===== src/rtl/core/fas_pkg.sv =====
// ----------------------------------------------------------------------------
// fas_pkg: shared types and constants for the final approach sequencer
// Field widths, register reset values, step counts and the state encodings.
// ----------------------------------------------------------------------------
package fas_pkg;

    // Field and register widths
    localparam int POS_W       = 32;
    localparam int YAW_W       = 19;
    localparam int TIME_W      = 32;
    localparam int VEL_W       = 19;
    localparam int TURN_W      = 20;
    localparam int LIN_SPEED_W = 18;
    localparam int DURATION_W  = 24;
    localparam int MIN_DIST_W  = 17;
    localparam int ANG_TOL_W   = 18;
    localparam int ROT_SPEED_W = 19;
    localparam int CFG_DATA_W  = 24;
    localparam int CFG_IDX_W   = 3;

    // Datapath widths
    localparam int DIFF_W = POS_W + 1;            // goal minus robot
    localparam int SQ_W   = 2 * DIFF_W;           // sum of squares
    localparam int ROOT_W = DIFF_W;               // integer square root
    localparam int REM_W  = ROOT_W + 1;           // root / division remainder
    localparam int QUOT_W = LIN_SPEED_W + 1;      // quotient magnitude
    localparam int PROD_W = LIN_SPEED_W + DIFF_W; // speed times offset
    localparam int YERR_W = YAW_W + 1;            // yaw difference
    localparam int CNT_W  = 6;

    // Iteration counts of the serial units
    localparam int SQ_STEPS   = DIFF_W;
    localparam int ROOT_STEPS = ROOT_W;
    localparam int MUL_STEPS  = LIN_SPEED_W;
    localparam int DIV_STEPS  = QUOT_W;

    // Register reset values
    localparam logic [LIN_SPEED_W-1:0] LIN_SPEED_RST = LIN_SPEED_W'(6554);
    localparam logic [DURATION_W-1:0]  DURATION_RST  = DURATION_W'(1000000);
    localparam logic [MIN_DIST_W-1:0]  MIN_DIST_RST  = MIN_DIST_W'(655);
    localparam logic [ANG_TOL_W-1:0]   ANG_TOL_RST   = ANG_TOL_W'(6554);
    localparam logic [ROT_SPEED_W-1:0] ROT_SPEED_RST = ROT_SPEED_W'(19661);

    // Angles in Q16 radians
    localparam logic signed [YERR_W-1:0] YAW_PI     = YERR_W'(205887);
    localparam logic signed [YERR_W-1:0] YAW_TWO_PI = YERR_W'(411775);

    // Configuration register indexes
    typedef enum logic [CFG_IDX_W-1:0] {
        CFG_LIN_SPEED = 3'd0,
        CFG_DURATION  = 3'd1,
        CFG_MIN_DIST  = 3'd2,
        CFG_ANG_TOL   = 3'd3,
        CFG_ROT_SPEED = 3'd4
    } t_cfg_idx;

    // Approach phase
    typedef enum logic [1:0] {
        PH_IDLE     = 2'd0,
        PH_STRAIGHT = 2'd1,
        PH_ROTATE   = 2'd2
    } t_phase;

    // Sequencer states
    typedef enum logic [3:0] {
        S_IDLE,
        S_TIME,
        S_SQX,
        S_SQY,
        S_ROOT,
        S_NORM,
        S_MUL,
        S_DIVLD,
        S_DIV,
        S_WRAP,
        S_YAW,
        S_OUT
    } t_state;

    // Magnitude of a signed offset, as an unsigned value of the same width
    function automatic logic [DIFF_W-1:0] mag_diff(input logic [DIFF_W-1:0] v);
        mag_diff = v[DIFF_W-1] ? (~v + 1'b1) : v;
    endfunction

endpackage


===== src/rtl/core/final_approach_sequencer.sv =====
// ----------------------------------------------------------------------------
// final_approach_sequencer: straight drive then heading alignment
// Turns robot and goal poses into a planar velocity command, one command
// per input beat, using bit-serial squaring, root, product and division units.
// ----------------------------------------------------------------------------
// Steps: straight commands pass the time check, two 33-step squarings, a 33-step
//   root, the distance check, two 18-step products and 19-step divisions each
//   with a load state, and the hand-over; rotate ones the wrap, yaw and hand-over.
// Flow: the next beat is taken once the result sits in the output register,
//   even while that result is stalled.
// Reset: synchronous, active low; idle phase, zero start time, default registers.
module final_approach_sequencer (
    input  logic                                 i_clk,
    input  logic                                 i_rst_n,
    // input channel
    input  logic                                 i_in_valid,
    output logic                                 o_in_stall,
    input  logic signed [fas_pkg::POS_W-1:0]     i_robot_x,
    input  logic signed [fas_pkg::POS_W-1:0]     i_robot_y,
    input  logic signed [fas_pkg::YAW_W-1:0]     i_robot_yaw,
    input  logic signed [fas_pkg::POS_W-1:0]     i_goal_x,
    input  logic signed [fas_pkg::POS_W-1:0]     i_goal_y,
    input  logic signed [fas_pkg::YAW_W-1:0]     i_goal_yaw,
    input  logic        [fas_pkg::TIME_W-1:0]    i_time_now,
    // output channel
    output logic                                 o_out_valid,
    input  logic                                 i_out_stall,
    output logic signed [fas_pkg::VEL_W-1:0]     o_vel_x,
    output logic signed [fas_pkg::VEL_W-1:0]     o_vel_y,
    output logic signed [fas_pkg::TURN_W-1:0]    o_vel_turn,
    output logic                                 o_completed,
    // configuration write port
    input  logic                                 i_cfg_we,
    input  logic        [fas_pkg::CFG_IDX_W-1:0] i_cfg_index,
    input  logic        [fas_pkg::CFG_DATA_W-1:0] i_cfg_data
);
    import fas_pkg::*;

    // Configuration
    logic [LIN_SPEED_W-1:0] r_lin_speed;
    logic [DURATION_W-1:0]  r_duration;
    logic [MIN_DIST_W-1:0]  r_min_dist;
    logic [ANG_TOL_W-1:0]   r_ang_tol;
    logic [ROT_SPEED_W-1:0] r_rot_speed;

    // Control
    t_state r_state, n_state;
    t_phase r_phase, n_phase;
    logic [TIME_W-1:0] r_start, n_start;
    logic [CNT_W-1:0]  r_cnt, n_cnt;
    logic              r_sel, n_sel;
    logic              r_out_valid, n_out_valid;

    // Captured beat
    logic signed [DIFF_W-1:0] r_dx, n_dx;
    logic signed [DIFF_W-1:0] r_dy, n_dy;
    logic signed [YERR_W-1:0] r_yerr, n_yerr;
    logic [TIME_W-1:0]        r_now, n_now;

    // Serial datapath
    logic [SQ_W-1:0]   r_acc, n_acc;
    logic [SQ_W-1:0]   r_mcand, n_mcand;
    logic [DIFF_W-1:0] r_mplr, n_mplr;
    logic [REM_W-1:0]  r_rem, n_rem;
    logic [ROOT_W-1:0] r_root, n_root;

    // Result under construction and output register
    logic signed [VEL_W-1:0]  r_vx, n_vx;
    logic signed [VEL_W-1:0]  r_vy, n_vy;
    logic signed [TURN_W-1:0] r_vt, n_vt;
    logic                     r_done, n_done;
    logic signed [VEL_W-1:0]  r_out_vx, n_out_vx;
    logic signed [VEL_W-1:0]  r_out_vy, n_out_vy;
    logic signed [TURN_W-1:0] r_out_vt, n_out_vt;
    logic                     r_out_done, n_out_done;

    // Combinational helpers
    logic                     w_in_acc;
    logic                     w_last;
    logic [DIFF_W-1:0]        w_ax, w_ay;
    logic [SQ_W-1:0]          w_add;
    logic [REM_W+1:0]         w_root_t, w_root_trial, w_root_sub;
    logic                     w_root_ge;
    logic [REM_W-1:0]         w_div_t, w_div_sub;
    logic                     w_div_ge;
    logic [QUOT_W-1:0]        w_quot, w_quot_s;
    logic                     w_neg;
    logic [TIME_W-1:0]        w_elapsed;
    logic signed [YERR_W-1:0] w_wrap;
    logic [YERR_W-1:0]        w_amag;
    logic                     w_turn;

    // Hold the input off while busy and while in reset
    assign o_in_stall  = (r_state != S_IDLE) || !i_rst_n;
    assign w_in_acc    = i_in_valid && !o_in_stall;
    assign o_out_valid = r_out_valid;
    assign o_vel_x     = r_out_vx;
    assign o_vel_y     = r_out_vy;
    assign o_vel_turn  = r_out_vt;
    assign o_completed = r_out_done;

    // Shared arithmetic
    always_comb begin
        w_last   = (r_cnt == CNT_W'(1));
        w_ax     = mag_diff(r_dx);
        w_ay     = mag_diff(r_dy);
        w_add    = r_acc + (r_mplr[0] ? r_mcand : '0);
        // one root digit: bring down two radicand bits, try 4*root+1
        w_root_t     = {r_rem, r_acc[SQ_W-1 -: 2]};
        w_root_trial = {1'b0, r_root, 2'b01};
        w_root_ge    = (w_root_t >= w_root_trial);
        w_root_sub   = w_root_t - w_root_trial;
        // one quotient bit: bring down a numerator bit, try the root
        w_div_t   = {r_rem[ROOT_W-1:0], r_acc[QUOT_W-1]};
        w_div_ge  = (w_div_t >= {1'b0, r_root});
        w_div_sub = w_div_t - {1'b0, r_root};
        w_quot    = {r_acc[QUOT_W-2:0], w_div_ge};
        w_neg     = r_sel ? r_dy[DIFF_W-1] : r_dx[DIFF_W-1];
        w_quot_s  = w_neg ? (~w_quot + 1'b1) : w_quot;
        w_elapsed = r_now - r_start;
        // wrap the yaw difference into [-pi, pi]
        if (r_yerr < -YAW_PI) begin
            w_wrap = r_yerr + YAW_TWO_PI;
        end else if (r_yerr > YAW_PI) begin
            w_wrap = r_yerr - YAW_TWO_PI;
        end else begin
            w_wrap = r_yerr;
        end
        w_amag = r_yerr[YERR_W-1] ? YERR_W'(-r_yerr) : YERR_W'(r_yerr);
        w_turn = (w_amag > {{(YERR_W-ANG_TOL_W){1'b0}}, r_ang_tol});
    end

    // Next state and datapath
    always_comb begin
        n_state     = r_state;
        n_phase     = r_phase;
        n_start     = r_start;
        n_cnt       = r_cnt;
        n_sel       = r_sel;
        n_dx        = r_dx;
        n_dy        = r_dy;
        n_yerr      = r_yerr;
        n_now       = r_now;
        n_acc       = r_acc;
        n_mcand     = r_mcand;
        n_mplr      = r_mplr;
        n_rem       = r_rem;
        n_root      = r_root;
        n_vx        = r_vx;
        n_vy        = r_vy;
        n_vt        = r_vt;
        n_done      = r_done;
        n_out_vx    = r_out_vx;
        n_out_vy    = r_out_vy;
        n_out_vt    = r_out_vt;
        n_out_done  = r_out_done;
        n_out_valid = r_out_valid && i_out_stall;

        case (r_state)
            // Capture the beat; a fresh approach records its start time
            S_IDLE: begin
                if (w_in_acc) begin
                    n_dx   = {i_goal_x[POS_W-1], i_goal_x} - {i_robot_x[POS_W-1], i_robot_x};
                    n_dy   = {i_goal_y[POS_W-1], i_goal_y} - {i_robot_y[POS_W-1], i_robot_y};
                    n_yerr = {i_goal_yaw[YAW_W-1], i_goal_yaw}
                           - {i_robot_yaw[YAW_W-1], i_robot_yaw};
                    n_now  = i_time_now;
                    case (r_phase)
                        PH_STRAIGHT: n_state = S_TIME;
                        PH_ROTATE:   n_state = S_WRAP;
                        default: begin
                            n_start = i_time_now;
                            n_phase = PH_STRAIGHT;
                            n_state = S_TIME;
                        end
                    endcase
                end
            end
            // Check the time budget; start squaring the x offset, or rotate once time is up
            S_TIME: begin
                if (w_elapsed < {{(TIME_W-DURATION_W){1'b0}}, r_duration}) begin
                    n_acc   = '0;
                    n_mcand = {{(SQ_W-DIFF_W){1'b0}}, w_ax};
                    n_mplr  = w_ax;
                    n_cnt   = CNT_W'(SQ_STEPS);
                    n_state = S_SQX;
                end else begin
                    n_phase = PH_ROTATE;
                    n_state = S_WRAP;
                end
            end
            // Shift-add squaring, x then y into the same accumulator
            S_SQX, S_SQY: begin
                n_acc   = w_add;
                n_mcand = r_mcand << 1;
                n_mplr  = r_mplr >> 1;
                n_cnt   = r_cnt - 1'b1;
                if (w_last) begin
                    if (r_state == S_SQX) begin
                        n_mcand = {{(SQ_W-DIFF_W){1'b0}}, w_ay};
                        n_mplr  = w_ay;
                        n_cnt   = CNT_W'(SQ_STEPS);
                        n_state = S_SQY;
                    end else begin
                        n_rem   = '0;
                        n_root  = '0;
                        n_cnt   = CNT_W'(ROOT_STEPS);
                        n_state = S_ROOT;
                    end
                end
            end
            // Restoring square root, one digit a cycle from the top
            S_ROOT: begin
                n_acc = r_acc << 2;
                n_cnt = r_cnt - 1'b1;
                if (w_root_ge) begin
                    n_rem  = w_root_sub[REM_W-1:0];
                    n_root = {r_root[ROOT_W-2:0], 1'b1};
                end else begin
                    n_rem  = w_root_t[REM_W-1:0];
                    n_root = {r_root[ROOT_W-2:0], 1'b0};
                end
                if (w_last) begin
                    n_state = S_NORM;
                end
            end
            // Distance check; start speed times x offset, or rotate once close enough
            S_NORM: begin
                if (r_root > {{(ROOT_W-MIN_DIST_W){1'b0}}, r_min_dist}) begin
                    n_sel   = 1'b0;
                    n_acc   = '0;
                    n_mcand = {{(SQ_W-DIFF_W){1'b0}}, w_ax};
                    n_mplr  = {{(DIFF_W-LIN_SPEED_W){1'b0}}, r_lin_speed};
                    n_cnt   = CNT_W'(MUL_STEPS);
                    n_state = S_MUL;
                end else begin
                    n_phase = PH_ROTATE;
                    n_state = S_WRAP;
                end
            end
            // Shift-add product of speed and offset magnitude
            S_MUL: begin
                n_acc   = w_add;
                n_mcand = r_mcand << 1;
                n_mplr  = r_mplr >> 1;
                n_cnt   = r_cnt - 1'b1;
                if (w_last) begin
                    n_state = S_DIVLD;
                end
            end
            // Seed the remainder with the product bits above the quotient
            S_DIVLD: begin
                n_rem   = REM_W'(r_acc[PROD_W-1:QUOT_W]);
                n_cnt   = CNT_W'(DIV_STEPS);
                n_state = S_DIV;
            end
            // Restoring division by the distance, one quotient bit a cycle
            S_DIV: begin
                n_rem = w_div_ge ? w_div_sub : w_div_t;
                n_acc = {r_acc[SQ_W-2:0], w_div_ge};
                n_cnt = r_cnt - 1'b1;
                if (w_last) begin
                    if (!r_sel) begin
                        n_vx    = w_quot_s;
                        n_sel   = 1'b1;
                        n_acc   = '0;
                        n_mcand = {{(SQ_W-DIFF_W){1'b0}}, w_ay};
                        n_mplr  = {{(DIFF_W-LIN_SPEED_W){1'b0}}, r_lin_speed};
                        n_cnt   = CNT_W'(MUL_STEPS);
                        n_state = S_MUL;
                    end else begin
                        n_vy    = w_quot_s;
                        n_vt    = '0;
                        n_done  = 1'b0;
                        n_state = S_OUT;
                    end
                end
            end
            // Wrap the heading error
            S_WRAP: begin
                n_yerr  = w_wrap;
                n_state = S_YAW;
            end
            // Turn toward the goal heading or finish the approach
            S_YAW: begin
                n_vx = '0;
                n_vy = '0;
                if (w_turn) begin
                    if (!r_yerr[YERR_W-1] && (r_yerr != '0)) begin
                        n_vt = {1'b0, r_rot_speed};
                    end else begin
                        n_vt = ~{1'b0, r_rot_speed} + 1'b1;
                    end
                    n_done = 1'b0;
                end else begin
                    n_vt    = '0;
                    n_done  = 1'b1;
                    n_phase = PH_IDLE;
                end
                n_state = S_OUT;
            end
            // Hand the result to the output register once it is free
            S_OUT: begin
                if (!r_out_valid || !i_out_stall) begin
                    n_out_vx    = r_vx;
                    n_out_vy    = r_vy;
                    n_out_vt    = r_vt;
                    n_out_done  = r_done;
                    n_out_valid = 1'b1;
                    n_state     = S_IDLE;
                end
            end
            default: begin
                n_state = S_IDLE;
            end
        endcase
    end

    // Control registers
    always_ff @(posedge i_clk) begin
        if (!i_rst_n) begin
            r_state     <= S_IDLE;
            r_phase     <= PH_IDLE;
            r_start     <= '0;
            r_out_valid <= 1'b0;
        end else begin
            r_state     <= n_state;
            r_phase     <= n_phase;
            r_start     <= n_start;
            r_out_valid <= n_out_valid;
        end
    end

    // Payload registers
    always_ff @(posedge i_clk) begin
        r_cnt      <= n_cnt;
        r_sel      <= n_sel;
        r_dx       <= n_dx;
        r_dy       <= n_dy;
        r_yerr     <= n_yerr;
        r_now      <= n_now;
        r_acc      <= n_acc;
        r_mcand    <= n_mcand;
        r_mplr     <= n_mplr;
        r_rem      <= n_rem;
        r_root     <= n_root;
        r_vx       <= n_vx;
        r_vy       <= n_vy;
        r_vt       <= n_vt;
        r_done     <= n_done;
        r_out_vx   <= n_out_vx;
        r_out_vy   <= n_out_vy;
        r_out_vt   <= n_out_vt;
        r_out_done <= n_out_done;
    end

    // Configuration writes; unknown indexes are dropped
    always_ff @(posedge i_clk) begin
        if (!i_rst_n) begin
            r_lin_speed <= LIN_SPEED_RST;
            r_duration  <= DURATION_RST;
            r_min_dist  <= MIN_DIST_RST;
            r_ang_tol   <= ANG_TOL_RST;
            r_rot_speed <= ROT_SPEED_RST;
        end else if (i_cfg_we) begin
            case (i_cfg_index)
                CFG_LIN_SPEED: r_lin_speed <= i_cfg_data[LIN_SPEED_W-1:0];
                CFG_DURATION:  r_duration  <= i_cfg_data[DURATION_W-1:0];
                CFG_MIN_DIST:  r_min_dist  <= i_cfg_data[MIN_DIST_W-1:0];
                CFG_ANG_TOL:   r_ang_tol   <= i_cfg_data[ANG_TOL_W-1:0];
                CFG_ROT_SPEED: r_rot_speed <= i_cfg_data[ROT_SPEED_W-1:0];
                default: begin
                end
            endcase
        end
    end

endmodule


===== config.mk =====
export PLATFORM = sky130hd
export DESIGN_NAME = final_approach_sequencer
export DESIGN_NICKNAME = d
export VERILOG_FILES = /design/src/rtl/core/fas_pkg.sv /design/src/rtl/core/final_approach_sequencer.sv
export SDC_FILE = /design/constraint.sdc
export NUM_CORES = 2
export LEC_CHECK = 0
export BUFFER_PORTS_ARGS = -buffer_cell sky130_fd_sc_hd__clkbuf_2
export CORE_MARGIN = 5
export CORE_UTILIZATION = 30
export DETAILED_ROUTE_END_ITERATION = 10
export PLACE_DENSITY = 0.54
export SLEW_MARGIN = 30
export SYNTH_ARGS = -nofsm -noshare
export SYNTH_HDL_FRONTEND = slang
export SYNTH_SLANG_ARGS = --single-unit

===== constraint.sdc =====
create_clock -name i_clk -period 15 [get_ports i_clk]
set_input_delay 1.5 -clock i_clk [delete_from_list [all_inputs] [get_ports i_clk]]
set_output_delay 1.5 -clock i_clk [all_outputs]
set_load 0.01 [all_outputs]

Word level (Yosys, flattened, before mapping)
Index checks and enable logic that the tools add are counted.
Word-level totals
  flip-flop bits (word level): 610
  word-level logic and storage cells: 217
Cells by class
  $add $sub $neg: 15
  order comparisons: 7
  equality and inequality tests: 34
  muxes and demuxes: 82
  bitwise logic cells: 5
  reductions and logical operators: 46
Operators with widths (number)
  66-bit 2-to-1 mux: 11
  66-bit one-hot mux with 5 select lines: 2
  33-bit 2-to-1 mux: 10
  33-bit one-hot mux with 5 select lines: 1
  20-bit 2-to-1 mux: 8
  34-bit 2-to-1 mux: 4
  34-bit one-hot mux with 4 select lines: 1
  19-bit 2-to-1 mux: 5
  20-bit one-hot mux with 2 select lines: 2
  19-bit one-hot mux with 2 select lines: 2
  33-bit by 1-bit adder with 33-bit output, second input constant: 2
  66-bit adder: 1
  33-bit inverter: 2
  33-bit one-hot mux with 2 select lines: 1
  32-bit by 32-bit subtractor with 33-bit output: 2
  4-bit one-hot mux with 11 select lines: 1
  4-bit 2-to-1 mux: 10
  36-bit by 35-bit >= comparator with 1-bit output: 1
  6-bit one-hot mux with 6 select lines: 1
  34-bit by 33-bit >= comparator with 1-bit output: 1
  34-bit by 33-bit subtractor with 34-bit output: 1
  34-bit subtractor: 1
  33-bit by 17-bit greater-than comparator with 1-bit output: 1
  32-bit by 24-bit less-than comparator with 1-bit output: 1
  48 further kinds: 117

Depth between registers and ports, before layout
  depth after elaboration: 7
  gate-level depth with buffers: 24

Worst setup path after synthesis
OpenSTA, ideal clock, no wires.
  path type: register to register
  start: reg r_now[0]
  end: reg r_acc[0], enable pin
  setup time: 0.844 ns
  data arrival time: 14.529 ns
  required time: 14.156 ns
  slack: -0.373 ns
  cell stages (with the launch flop): 22
  path buffers: 0
  clock period less this slack: 15.373 ns
  path through: edfxtp_1 inv_1 ha_1 inv_1 fa_1 a21o_1 a221oi_1 a211oi_1 o21ai_0 nand2b_1 xor2_1 ha_1 a21o_1 a21o_1 a211o_1 o211ai_1 a21oi_1 nor4_1 or4b_1 nor3_1 o22ai_1 a2111oi_0
On the way
  longest elaborated chain between the ends: 4
RTL lines
  start: declaration: line final_approach_sequencer.sv:58  | logic [TIME_W-1:0] r_now, n_now;
  start signal: assignment: line final_approach_sequencer.sv:341  | r_now <= n_now;
  32-bit subtractor: line final_approach_sequencer.sv:120  | w_elapsed = r_now - r_start;
  32-bit by 24-bit less-than comparator with 1-bit output: line final_approach_sequencer.sv:181  | if (w_elapsed < {{(TIME_W-DURATION_W){1'b0}}, r_duration}) begin
  2-bit inequality test (no line)
  3-bit AND reduction (no line)
  end signal: assignment: line final_approach_sequencer.sv:342  | r_acc <= n_acc;
  end: declaration: line final_approach_sequencer.sv:61  | logic [SQ_W-1:0] r_acc, n_acc;
No other way between the ends.
A chain may end at the register's enable or synchronous reset.

Final worst setup path
  start: reg r_now[0]
  end: reg r_mcand[52], enable pin
On the way
  longest elaborated chain between the ends: 4
RTL lines
  32-bit subtractor: line final_approach_sequencer.sv:120
  32-bit by 24-bit less-than comparator with 1-bit output: line final_approach_sequencer.sv:181
  2-bit inequality test (no line)
  5-bit AND reduction (no line)
  end signal: assignment: line final_approach_sequencer.sv:343  | r_mcand <= n_mcand;
  end: declaration: line final_approach_sequencer.sv:62  | logic [SQ_W-1:0] r_mcand, n_mcand;
No other way between the ends.

==> metrics.md <==
| Metric | Value |
|---|---|
| Detailed-route wire length per cell | `approximately 19 um` |
| Sequential fraction of the synthesis area | `approximately two fifths` |
| Critical path, cell by cell | `inv_1 -> ha_1 -> inv_1 -> fa_1 -> a21o_1 -> a221oi_1 -> a211oi_1 -> o21ai_0 -> nand2b_1 -> xor2_1 -> ha_1 -> a21o_1 -> a21o_1 -> a211o_1 -> o211ai_1 -> a21oi_1 -> nor4_1 -> or4b_1 -> nor3_1 -> o22ai_1 -> nor2_4 -> buf_6` |
| Router iterations before antenna repair | `6` |
| Die area | `0.148 mm2` |
| Routed vias/inst | `about 5.2` |
| Setup violations, final | `0` |
| Leak | `about 19 nW` |
| Post-layout minimum cycle time | `7.03 ns` |
| PortBufs | `290` |
| Largest net degree at the start of global routing | `102` |
| Relative slew slack | `33.9%` |
| Htree depth | `3` |
| Ys flop type | `edfxtp_1` |
| Routability cong. | `0.887` |
| Post-Synthesis Cells | `between 4000 and 5000` |
| Post-synth EDFFs | `about 480` |
| Synth Cell Area | `0.0421 mm2` |
| Crit path required time | `15.26 ns` |
| VDD IR max | `99.5 uV` |
| Status | `complete, no violations` |
| Clock Latency Late Sink | `0.67 ns` |
| Hold violation total from the final report | `0` |
| Critical-path top delay cell | `nor2_4` |
| Clock transition at the registers of the reported paths | `0.06 ns` |
| Routed Antenna Nets | `0` |
| Core Box Area | `~0.14 mm2` |
| Fin util | `between 30% and 40%` |
| Critical path depth in cells | `22` |
| CTS max path bufs | `3` |
| CTS tree | `built` |
| Num CTS Buffers | `75` |
| Fin. max-slew vios | `0` |
| Grt ovf | `0` |
| Mean Syn Cell Area | `~9 um2` |
| Worst Hold Path Cells | `0` |
| Io pins | `291` |
| Clock skew | `0.0450 ns` |
| R2r worst-path depth | `22` |
| Root buffer cell | `clkbuf_16` |
| Vias in the first global route | `between 30000 and 40000` |
| Unrepaired setup endpoints after global routing | `no` |
| F_max | `between 100 and 150 MHz` |
| Area leader, netlist | `edfxtp_1` |
| Post-route setup TNS | `0 ns` |
| Critical path class | `reg2reg` |
| Register bit count reported by yosys | `approximately 600` |
| Crit path launch type | `flop` |
| Synth top area share | `33.9%` |
| Tightest Pin Transition | `0.990 ns` |
| CP Buf/Inv Count | `3` |
| Post-route clock period utilization | `between 40 and 50%` |
| Detailed-route via count | `about 35000` |
| Hold Buf Count CTS | `0` |
| Rows | `approximately 140` |
| Worst Path Arrival | `between 7 and 8 ns` |
| Ys async rst share | `0%` |
| Max cap viols | `0` |
| PostCTS Resize Cnt | `0` |
| Fill cells | `14394` |
| Post-synth cell types | `a little under 90` |
| Die H | `~380 um` |
| Crit path largest cell delay | `around 0.86 ns` |
| Share of post-route cells with drive strength above 1 | `10.6%` |
| Clk sinks | `610` |
| DR iter-0 viols | `between 2000 and 3000` |
| Hpwl dp | `between 90000 and 100000 um` |
| Post-CTS Setup Bufs | `0` |
| Detailed Route WL | `127000 um` |
| Gr usage total | `16.6%` |
| Placed instance area | `about 0.045 mm2` |
| Final #Nets | `approximately 5300` |
| Most common cell in the netlist | `nand2_1` |
| CP Max Fanout | `between 70 and 80` |
| Initial antenna violation count | `4` |
| CP dominant cell by count | `a21o_1` |
| Post-Syn Nets | `a little over 5000` |
| Layout area overhead | `14.1%` |
| Residual DRC | `0` |
| Setup slack, reg-to-reg | `~8 ns` |
| Starting Density | `a little under a third` |
| Synth Warn # | `0` |
| Top delay family on crit path | `compound AO/OA/AOI/OAI gates` |
| Worst hold path type | `reg2reg` |
| Top cells by area, synth | `edfxtp_1 (34%), ha_1 (9.8%), dfxtp_1 (6.4%)` |
| Pwr dens | `178 mW/mm2` |
| Worst setup EP type | `flop` |
| Synth cell count leaders | `nand2_1 (487), edfxtp_1 (475), ha_1 (331)` |
| Global-route wire length before repair | `approximately 200000 um` |
| Final Instance Area | `roughly 0.048 mm2` |
| Die W | `between 300 and 400 um` |
## path summary, 6_finish.rpt
| check | start | to |
|---|---|---|
| min reg2reg | r_vt[5] | o_vel_turn[5] |
| max | r_now[0] | r_mcand[52] |
| max reg2reg | r_now[0] | r_mcand[52] |
| min | r_vt[5] | o_vel_turn[5] |
## per-stage QoR
stage,instances,power [mW],hold WS (ns),worst slack (ns)
finish,6696,8.53,0.414,7.97
global route,6695,9.12,0.418,7.57
CTS,6695,8.58,0.413,7.63
detailed placement,6556,6.64,0.405,7.68
global placement,6556,6.62,0.403,7.77
floorplan,4558,5.59,0.400,1.62
## layout make-up
cell class / instances / area [um2] / share of cell area [%]
multi-input combinational: 3434 / 23300 / 48.4
sequential: 610 / 17000 / 35.3
tap: 1876 / 2350 / 4.88
clock buffer: 92 / 1990 / 4.14
timing repair buffer: 328 / 1750 / 3.64
inverter: 308 / 1160 / 2.40
clock inverter: 47 / 588 / 1.22
antenna: 1 / 2.50 / 0.00520
## cell usage in the layout, fill, tap and decap left out, types with 89 or more instances in the layout
master    synthesis  routed
nand2_1         487     486
edfxtp_1        475     475
ha_1            331     331
inv_1           308     308
a21oi_1         301     298
o21ai_0         291     290
clkbuf_2          0     289
nor2_1          289     284
xnor2_1         199     199
dfxtp_1         135     135
xor2_1          133     133
a21o_1          133     132
a21boi_0        105     105
and2_1           89      89
## cells by family after synthesis
logic type | share of synthesized area (%)
AOI/OAI and AO/OA | 21.9
and+or+nand+nor | 15.1
DFF | 40.3
buffers and inverters | 4.74
adders and majority gates | 10.2
xor gates and xnor gates | 6.90
muxes | 0.858
## routing by layer
layer  track usage (%)  up-vias  wire [um]
met4              5.35        4       3710
met3              2.28      162       5820
met5                 0        -         22
met1              21.5    16515      56000
li1                  -    17165          -
met2              28.6      793      61300
## state kept, by name (all words and copies together), names as in the netlist, 20 cells and up
signal      flops
r_dy           33
r_mplr         33
r_rem          34
r_mcand        66
r_yerr         20
r_vt           20
o_vel_turn     20
r_acc          66
r_now          32
r_root         33
r_dx           33
r_duration     24
r_start        32
## power breakdown
part	leakage, nW	switching [mW]	internal (mW)	total, mW
clock	1.25	0.781	1.11	1.90
combinational	12.2	2.39	1.46	3.86
sequential	5.54	0.342	2.44	2.78
Note: power is estimated with default switching activity, not from simulation.
